[src/bdc_pkg.sv]
// shared constants and bit-level helpers for the ble receive dewhitening and crc check
package bdc_pkg;

    localparam logic [23:0] CrcSeed    = 24'h555555;
    localparam logic [23:0] CrcPoly    = 24'h00065B;
    localparam logic [7:0]  WhitenTap  = 8'h11;

    // bit-reverse one byte
    function automatic logic [7:0] rev8(input logic [7:0] v);
        logic [7:0] r;
        for (int i = 0; i < 8; i++) begin
            r[7 - i] = v[i];
        end
        return r;
    endfunction

    // whitening seed from the channel number, 7-bit register form
    function automatic logic [6:0] whiten_seed(input logic [5:0] chan);
        logic [7:0] s8;
        s8 = rev8({2'b00, chan}) | 8'h02;
        return s8[7:1];
    endfunction

    // one byte through the whitening lfsr: {next register, clear byte}
    function automatic logic [14:0] dewhiten(input logic [6:0] lfsr, input logic [7:0] raw);
        logic [7:0] w;
        logic [7:0] d;
        w = {lfsr, 1'b0};
        d = raw;
        for (int k = 0; k < 8; k++) begin
            if (w[7]) begin
                w    = w ^ WhitenTap;
                d[k] = ~d[k];
            end
            w = {w[6:0], 1'b0};
        end
        return {w[7:1], d};
    endfunction

    // one byte through the crc-24, lsb first
    function automatic logic [23:0] crc_step(input logic [23:0] crc, input logic [7:0] d);
        logic [23:0] c;
        logic        top;
        c = crc;
        for (int k = 0; k < 8; k++) begin
            top = c[23];
            c   = {c[22:0], 1'b0};
            if (top != d[k]) begin
                c = c ^ CrcPoly;
            end
        end
        return c;
    endfunction

endpackage

[src/bdc_in_if.sv]
// input byte channel
interface bdc_in_if;
    logic       valid;
    logic       ready;
    logic [7:0] raw_byte;
    logic       start_of_packet;

    modport source (output valid, output raw_byte, output start_of_packet, input ready);
    modport sink   (input valid, input raw_byte, input start_of_packet, output ready);
endinterface

[src/bdc_out_if.sv]
// result byte channel
interface bdc_out_if;
    logic       valid;
    logic       ready;
    logic [7:0] clear_byte;
    logic       last;
    logic       crc_ok;
    logic       length_error;

    modport source (output valid, output clear_byte, output last, output crc_ok,
                    output length_error, input ready);
    modport sink   (input valid, input clear_byte, input last, input crc_ok,
                    input length_error, output ready);
endinterface

[src/bdc_cfg_if.sv]
// channel register write channel
interface bdc_cfg_if;
    logic       valid;
    logic       ready;
    logic [5:0] channel_index;

    modport source (output valid, output channel_index, input ready);
    modport sink   (input valid, input channel_index, output ready);
endinterface

[src/ble_rx_dewhiten_crc_check_unit.sv]
// ble receive path: dewhitening, crc-24 over header and payload, crc compare
//
//  port    dir   carries
//  i_in    in    raw_byte[7:0], start_of_packet
//  o_out   out   clear_byte[7:0], last, crc_ok, length_error
//  i_cfg   in    channel_index[5:0]
//
// one byte per cycle unless output stalls: input register, one pass of 8 unrolled lfsr and crc steps, result register
// a taken byte is held in the input register, then in the result register once the output is free
// synchronous active-low reset: idle phase, channel 37, both registers empty
// a stalled output holds its byte and the input register, input ready drops only then
// bytes outside a packet are taken and dropped with no result
module ble_rx_dewhiten_crc_check_unit #(
    parameter int unsigned MaxPayload = 255
) (
    input  logic         i_clk,
    input  logic         i_rst_n,
    bdc_in_if.sink       i_in,
    bdc_out_if.source    o_out,
    bdc_cfg_if.sink      i_cfg
);

    localparam logic [1:0] PH_IDLE    = 2'd0;
    localparam logic [1:0] PH_HDR1    = 2'd1;
    localparam logic [1:0] PH_PAYLOAD = 2'd2;
    localparam logic [1:0] PH_CRC     = 2'd3;

    logic [5:0]  r_chan;

    logic        r_in_vld;
    logic [7:0]  r_in_raw;
    logic        r_in_sop;

    logic [1:0]  r_phase, n_phase;
    logic [6:0]  r_lfsr, n_lfsr;
    logic [23:0] r_crc, n_crc;
    logic [7:0]  r_left, n_left;
    logic [1:0]  r_crc_pos, n_crc_pos;
    logic        r_mismatch, n_mismatch;

    logic        r_out_vld;
    logic [7:0]  r_out_byte;
    logic        r_out_last;
    logic        r_out_ok;
    logic        r_out_lerr;

    logic        w_emit, w_last, w_ok, w_lerr;
    logic [7:0]  w_clear, w_expect;
    logic [14:0] w_dw;
    logic [6:0]  w_lfsr_in;
    logic [23:0] w_crc_new;
    logic        w_out_free, w_adv;

    assign i_cfg.ready = 1'b1;

    always_ff @(posedge i_clk) begin
        if (!i_rst_n) begin
            r_chan <= 6'd37;
        end else if (i_cfg.valid) begin
            r_chan <= i_cfg.channel_index;
        end
    end

    // start reseeds before the byte is dewhitened
    assign w_lfsr_in = r_in_sop ? bdc_pkg::whiten_seed(r_chan) : r_lfsr;
    assign w_dw      = bdc_pkg::dewhiten(w_lfsr_in, r_in_raw);
    assign w_clear   = w_dw[7:0];
    assign w_crc_new = bdc_pkg::crc_step(r_in_sop ? bdc_pkg::CrcSeed : r_crc, w_clear);

    always_comb begin
        case (r_crc_pos)
            2'd0:    w_expect = bdc_pkg::rev8(r_crc[23:16]);
            2'd1:    w_expect = bdc_pkg::rev8(r_crc[15:8]);
            default: w_expect = bdc_pkg::rev8(r_crc[7:0]);
        endcase
    end

    always_comb begin
        n_phase    = r_phase;
        n_lfsr     = r_lfsr;
        n_crc      = r_crc;
        n_left     = r_left;
        n_crc_pos  = r_crc_pos;
        n_mismatch = r_mismatch;
        w_emit     = 1'b1;
        w_last     = 1'b0;
        w_ok       = 1'b0;
        w_lerr     = 1'b0;
        if (r_in_sop) begin
            n_lfsr     = w_dw[14:8];
            n_crc      = w_crc_new;
            n_left     = 8'd0;
            n_crc_pos  = 2'd0;
            n_mismatch = 1'b0;
            n_phase    = PH_HDR1;
        end else begin
            case (r_phase)
                PH_HDR1: begin
                    n_lfsr = w_dw[14:8];
                    n_crc  = w_crc_new;
                    if ({1'b0, w_clear} > 9'(MaxPayload)) begin
                        w_last  = 1'b1;
                        w_lerr  = 1'b1;
                        n_phase = PH_IDLE;
                    end else if (w_clear == 8'd0) begin
                        n_crc_pos  = 2'd0;
                        n_mismatch = 1'b0;
                        n_phase    = PH_CRC;
                    end else begin
                        n_left  = w_clear;
                        n_phase = PH_PAYLOAD;
                    end
                end
                PH_PAYLOAD: begin
                    n_lfsr = w_dw[14:8];
                    n_crc  = w_crc_new;
                    n_left = r_left - 8'd1;
                    if (r_left == 8'd1) begin
                        n_crc_pos  = 2'd0;
                        n_mismatch = 1'b0;
                        n_phase    = PH_CRC;
                    end
                end
                PH_CRC: begin
                    n_lfsr     = w_dw[14:8];
                    n_mismatch = r_mismatch | (w_clear != w_expect);
                    if (r_crc_pos >= 2'd2) begin
                        w_last    = 1'b1;
                        w_ok      = !n_mismatch;
                        n_crc_pos = 2'd0;
                        n_phase   = PH_IDLE;
                    end else begin
                        n_crc_pos = r_crc_pos + 2'd1;
                    end
                end
                default: begin
                    w_emit = 1'b0;
                end
            endcase
        end
    end

    assign w_out_free = !r_out_vld || o_out.ready;
    // the held byte moves on unless it needs the output and the output is full
    assign w_adv      = r_in_vld && (!w_emit || w_out_free);
    assign i_in.ready = !r_in_vld || w_adv;

    always_ff @(posedge i_clk) begin
        if (!i_rst_n) begin
            r_in_vld <= 1'b0;
        end else if (i_in.ready) begin
            r_in_vld <= i_in.valid;
        end
    end

    always_ff @(posedge i_clk) begin
        if (i_in.ready && i_in.valid) begin
            r_in_raw <= i_in.raw_byte;
            r_in_sop <= i_in.start_of_packet;
        end
    end

    always_ff @(posedge i_clk) begin
        if (!i_rst_n) begin
            r_phase    <= PH_IDLE;
            r_lfsr     <= 7'd0;
            r_crc      <= bdc_pkg::CrcSeed;
            r_left     <= 8'd0;
            r_crc_pos  <= 2'd0;
            r_mismatch <= 1'b0;
        end else if (w_adv) begin
            r_phase    <= n_phase;
            r_lfsr     <= n_lfsr;
            r_crc      <= n_crc;
            r_left     <= n_left;
            r_crc_pos  <= n_crc_pos;
            r_mismatch <= n_mismatch;
        end
    end

    always_ff @(posedge i_clk) begin
        if (!i_rst_n) begin
            r_out_vld <= 1'b0;
        end else if (w_out_free) begin
            r_out_vld <= w_adv && w_emit;
        end
    end

    always_ff @(posedge i_clk) begin
        if (w_out_free && w_adv && w_emit) begin
            r_out_byte <= w_clear;
            r_out_last <= w_last;
            r_out_ok   <= w_ok;
            r_out_lerr <= w_lerr;
        end
    end

    assign o_out.valid        = r_out_vld;
    assign o_out.clear_byte   = r_out_byte;
    assign o_out.last         = r_out_last;
    assign o_out.crc_ok       = r_out_ok;
    assign o_out.length_error = r_out_lerr;

    a_lerr_is_last: assert property (@(posedge i_clk) disable iff (!i_rst_n)
        (r_out_vld && r_out_lerr) |-> r_out_last)
        else $error("length error result without last");

    a_ok_is_last: assert property (@(posedge i_clk) disable iff (!i_rst_n)
        (r_out_vld && r_out_ok) |-> (r_out_last && !r_out_lerr))
        else $error("crc_ok set outside a final crc byte");

    a_crc_pos_range: assert property (@(posedge i_clk) disable iff (!i_rst_n)
        (r_phase == PH_CRC) |-> (r_crc_pos <= 2'd2))
        else $error("crc byte position out of range");

    a_no_overwrite: assert property (@(posedge i_clk) disable iff (!i_rst_n)
        (i_in.valid && i_in.ready) |-> (!r_in_vld || w_adv))
        else $error("input register overwritten while held");

    a_reset_empty: assert property (@(posedge i_clk)
        !i_rst_n |=> (!r_out_vld && !r_in_vld && r_phase == PH_IDLE))
        else $error("registers not empty after reset");

endmodule

[src/flat_wrapper.sv]
// flat-port wrapper written by rule: the top's interface ports become plain ports
module ble_rx_dewhiten_crc_check_unit_flat 
#(
    parameter int unsigned MaxPayload = 255
)
  (i_clk, i_rst_n, i_in_valid, i_in_raw_byte, i_in_start_of_packet, i_in_ready, o_out_valid, o_out_clear_byte, o_out_last, o_out_crc_ok, o_out_length_error, o_out_ready, i_cfg_valid, i_cfg_channel_index, i_cfg_ready);
  bdc_in_if i_in_i ();
  bdc_out_if o_out_i ();
  bdc_cfg_if i_cfg_i ();
  input  logic i_clk;
  input  logic i_rst_n;
  input wire logic [$bits(i_in_i.valid)-1:0] i_in_valid;
  input wire logic [$bits(i_in_i.raw_byte)-1:0] i_in_raw_byte;
  input wire logic [$bits(i_in_i.start_of_packet)-1:0] i_in_start_of_packet;
  output wire logic [$bits(i_in_i.ready)-1:0] i_in_ready;
  output wire logic [$bits(o_out_i.valid)-1:0] o_out_valid;
  output wire logic [$bits(o_out_i.clear_byte)-1:0] o_out_clear_byte;
  output wire logic [$bits(o_out_i.last)-1:0] o_out_last;
  output wire logic [$bits(o_out_i.crc_ok)-1:0] o_out_crc_ok;
  output wire logic [$bits(o_out_i.length_error)-1:0] o_out_length_error;
  input wire logic [$bits(o_out_i.ready)-1:0] o_out_ready;
  input wire logic [$bits(i_cfg_i.valid)-1:0] i_cfg_valid;
  input wire logic [$bits(i_cfg_i.channel_index)-1:0] i_cfg_channel_index;
  output wire logic [$bits(i_cfg_i.ready)-1:0] i_cfg_ready;
  assign i_in_i.valid = i_in_valid;
  assign i_in_i.raw_byte = i_in_raw_byte;
  assign i_in_i.start_of_packet = i_in_start_of_packet;
  assign i_in_ready = i_in_i.ready;
  assign o_out_valid = o_out_i.valid;
  assign o_out_clear_byte = o_out_i.clear_byte;
  assign o_out_last = o_out_i.last;
  assign o_out_crc_ok = o_out_i.crc_ok;
  assign o_out_length_error = o_out_i.length_error;
  assign o_out_i.ready = o_out_ready;
  assign i_cfg_i.valid = i_cfg_valid;
  assign i_cfg_i.channel_index = i_cfg_channel_index;
  assign i_cfg_ready = i_cfg_i.ready;
  ble_rx_dewhiten_crc_check_unit #(.MaxPayload(MaxPayload)) u_core (.i_clk(i_clk), .i_rst_n(i_rst_n), .i_in(i_in_i), .o_out(o_out_i), .i_cfg(i_cfg_i));
endmodule
[config.mk]
export PLATFORM = sky130hd
export DESIGN_NAME = ble_rx_dewhiten_crc_check_unit_flat
export DESIGN_NICKNAME = d
export VERILOG_FILES = /design/src/bdc_pkg.sv /design/src/bdc_in_if.sv /design/src/bdc_out_if.sv /design/src/bdc_cfg_if.sv /design/src/ble_rx_dewhiten_crc_check_unit.sv /design/src/flat_wrapper.sv
export SDC_FILE = /design/constraint.sdc
export NUM_CORES = 1
export LEC_CHECK = 0
export BUFFER_PORTS_ARGS = -buffer_cell sky130_fd_sc_hd__buf_2
export CORE_MARGIN = 5
export CORE_UTILIZATION = 35
export CTS_CLUSTER_DIAMETER = 150
export DETAILED_ROUTE_END_ITERATION = 7
export PLACE_DENSITY = 0.49
export SLEW_MARGIN = 10
export SYNTH_ARGS = -nofsm -noshare
export SYNTH_HDL_FRONTEND = slang
export SYNTH_SLANG_ARGS = --single-unit
[constraint.sdc]
create_clock -name i_clk -period 2.9 [get_ports i_clk]
set_clock_uncertainty 0.2 [all_clocks]
set_input_delay 0.29 -clock i_clk [delete_from_list [all_inputs] [get_ports i_clk]]
set_output_delay 0.29 -clock i_clk [all_outputs]
set_load 0.01 [all_outputs]
==> reports/qor.txt <==
TritonCTS Buffers - 9
Area Overhead vs Synth - 17.5%
DR iter-0 viols - 154
hold worst-path end - u_core.r_chan[1]
critical path's top delay family - compound AO/OA/AOI/OAI gates
fin. max-slew vios - 0
Worst setup EP type - flip-flop
ys async rst share - 0%
flops & latches, synth - 71
first-pass GRT wire length - 17.5 mm
pwr dens - 573 mW/mm²
nets - 521
area leader, netlist - dfxtp_1
P_leak - 1.94 nW
ys flop type - dfxtp_1
Placed Cells - 636
CTS root buf - clkbuf_16
Yosys cell types - 55
hold_sp - i_cfg_channel_index[1]
Synth Net Count - 476
top-area cell type share of the netlist area - 23.8%
Port Buffers - 31
outcome - finished, final reports clean
Core ar. - 0.0121 mm²
CP max-delay cell - or4_4
GP Congestion - 0.826
PnR worst setup slack - 291 ps
clk_lat worst skew - 340 ps
post-route minimum period - 2610 ps
ratio of cells with drive above 1 in the final layout - 20.2%
final hold violation count - 0
worst-path fanout max - 5
Reg-to-Reg End - u_core.r_crc_pos[0]
post-route setup TNS - 0 ps
synth cell count leaders - dfxtp_1, nor2_1, xnor2_1
top-count cell post-synth - dfxtp_1
io pins - 34
Mapped Cells - 450
fin cells - 668
Avg Cell Area, Syn - 9.71 µm²
initial antenna violation count - 0
worst endpoint required time - 2900 ps
worst hold slack - 0.153 ps
clock tree sinks - 71
peak supply drop - 0.000389 V
clk slew on worst S/H paths - 60 ps
setup violators final - 0
ranking of synthesized cells by area - dfxtp_1, edfxtp_1, xnor2_1
routed via count - 3,200
Worst-Margin Slew - 614 ps
Hold Path Depth - 3
CP max stage delay - 570 ps
Buffers & Inverters on Critical Path - 0
number of remaining DRC errors - 0
number of max-cap violations - 0
largest net degree at the start of global routing - 29
Detailed Place HPWL - 7.82 mm
Ant. Diodes - 0
Die W - 122 µm
sequence of cells on the critical path - or4_4, o41ai_1, o311a_2, nand4_1, o21ai_2, mux2i_1, nor2_1
grt total ovfl - 0
vias in the first global route - 3,226
number of enable flip-flop cells after synthesis - 19
relative slew slack - 59.0%
final worst-path cycle share - 90.0%
CTS tree - yes
reg2reg path depth - 7
dpl ws - 198 ps
RSZ-0062 raised after global routing - no
depth of the CTS H-tree - 3
die height - 122 µm
CP Class - reg -> reg
worst r2r src - u_core.r_left[2]
clk buf depth - 2
startpoint types - flip-flop
Die Area - 0.0148 mm²
Total Wirelength - 10.6 mm
worst reg-to-reg setup slack - 290 ps
crit path DAT - 2610 ps
all-layer global routing usage - 15.3%
count of warnings emitted by yosys - 0
synthesized area - 0.00437 mm²
Pre-antenna DRT Iters - 4
final core utilization - 42.4%
initial core utilization - 36.1%
DRT antenna net count - 0
fmax - 383 MHz
post-DR wirelength/cell - 15.8 µm
vias per cell - 4.79
Row Count - 40
HP Class - in -> reg
sequential element share of the synthesized area - 36.9%
-- state kept, by name, summed over array words and instances, names as in the netlist --
register and flops:
u_core.r_crc_pos 2, u_core.r_phase 2, u_core.r_lfsr 7, u_core.o_out.valid 1, u_core.r_mismatch 1, u_core.r_in_sop 1
u_core.r_crc 24, u_core.o_out.last 1, u_core.r_chan 6, u_core.r_left 8, u_core.r_in_vld 1, u_core.o_out.clear_byte 8
u_core.r_in_raw 8, u_core.o_out.crc_ok 1
-- cells by family after synthesis --
family | Yosys count | synth area share [%]
adders and majority gates | 6 | 1.72
muxes | 29 | 8.33
AOI/OAI and AO/OA | 69 | 9.85
other | 2 | 0.172
xor gates and xnor gates | 90 | 22.9
and+or+nand+nor | 136 | 14.9
buffers and inverters | 47 | 5.29
DFF | 71 | 36.9
-- routing by layer --
metal / up-vias / wire (µm) / GRT usage [%]
li1: 1592 / - / -
met1: 1527 / 4980 / 20.3
met2: 71 / 5020 / 25.0
met3: 10 / 440 / 3.62
met4: 0 / 142 / 4.48
met5: - / 0 / 0
-- tightest hold or removal path: cells and delay by family --
family                 cells  cell delay (ps)
and+or+nand+nor            1               80
buffers and inverters      1               80
muxes                      1               60
-- worst max-delay path by stage --
stage                     cells past startpoint                         end        startpoint  slack, ps
after floorplan                               7  u_core.o_out.clear_byte[0]   u_core.r_in_sop        600
after CTS                                     8            u_core.r_left[3]   u_core.r_in_sop        200
after global placement                        8            u_core.r_left[2]   u_core.r_in_sop        250
after global routing                          7         u_core.r_crc_pos[0]  u_core.r_left[2]        130
final                                         7         u_core.r_crc_pos[0]  u_core.r_left[2]        290
after detailed placement                      8            u_core.r_left[3]   u_core.r_in_sop        200
-- where the power goes --
part           total, mW  switching, mW  leakage (nW)  internal (mW)
sequential          1.13         0.0554         0.605           1.08
clock               1.08          0.421         0.140          0.662
combinational      0.729          0.392          1.19          0.337
total               2.94          0.868          1.94           2.07
-- metrics by stage --
stage / cell area [µm²] / power, mW
2_1_floorplan: 4370 / 1.70
3_3_place_gp: 4690 / 1.86
3_5_place_dp: 4690 / 1.87
4_1_cts: 5120 / 2.97
5_1_grt: 5140 / 3.09
6_report: 5140 / 2.94
-- final cells by class --
type / instances / area [µm²]
sequential: 71 / 1610
clock buffer: 10 / 229
clock inverter: 6 / 60.1
tap: 168 / 210
multi-input combinational: 332 / 2530
fill: 1230 / 6970
timing repair buffer: 63 / 430
inverter: 18 / 67.6
-- placed cells by master (no fill, tap or decap), types with 10 or more instances in the layout --
master         Yosys  final
buf_4              2     18
o21ai_0           17     17
inv_1             16     16
mux2i_1           21     21
dlygate4sd3_1      0     14
nor2_1            51     51
buf_2              7     31
a21oi_1           23     23
xnor2_1           47     47
edfxtp_1          19     19
xnor2_2           10     10
nand2_1           33     33
dfxtp_1           52     52
nand3_1           15     15
xor2_1            22     22
-- timing repair --
action | in CTS | in global routing
hold buffers | 14 | 0
setup buffers | 0 | 2
endpoints found under the setup margin | 0 | 6
gates resized for setup | 0 | 0
hold endpoints to repair | 14 | 0
No activity file was read; power rests on OpenSTA's default activity.
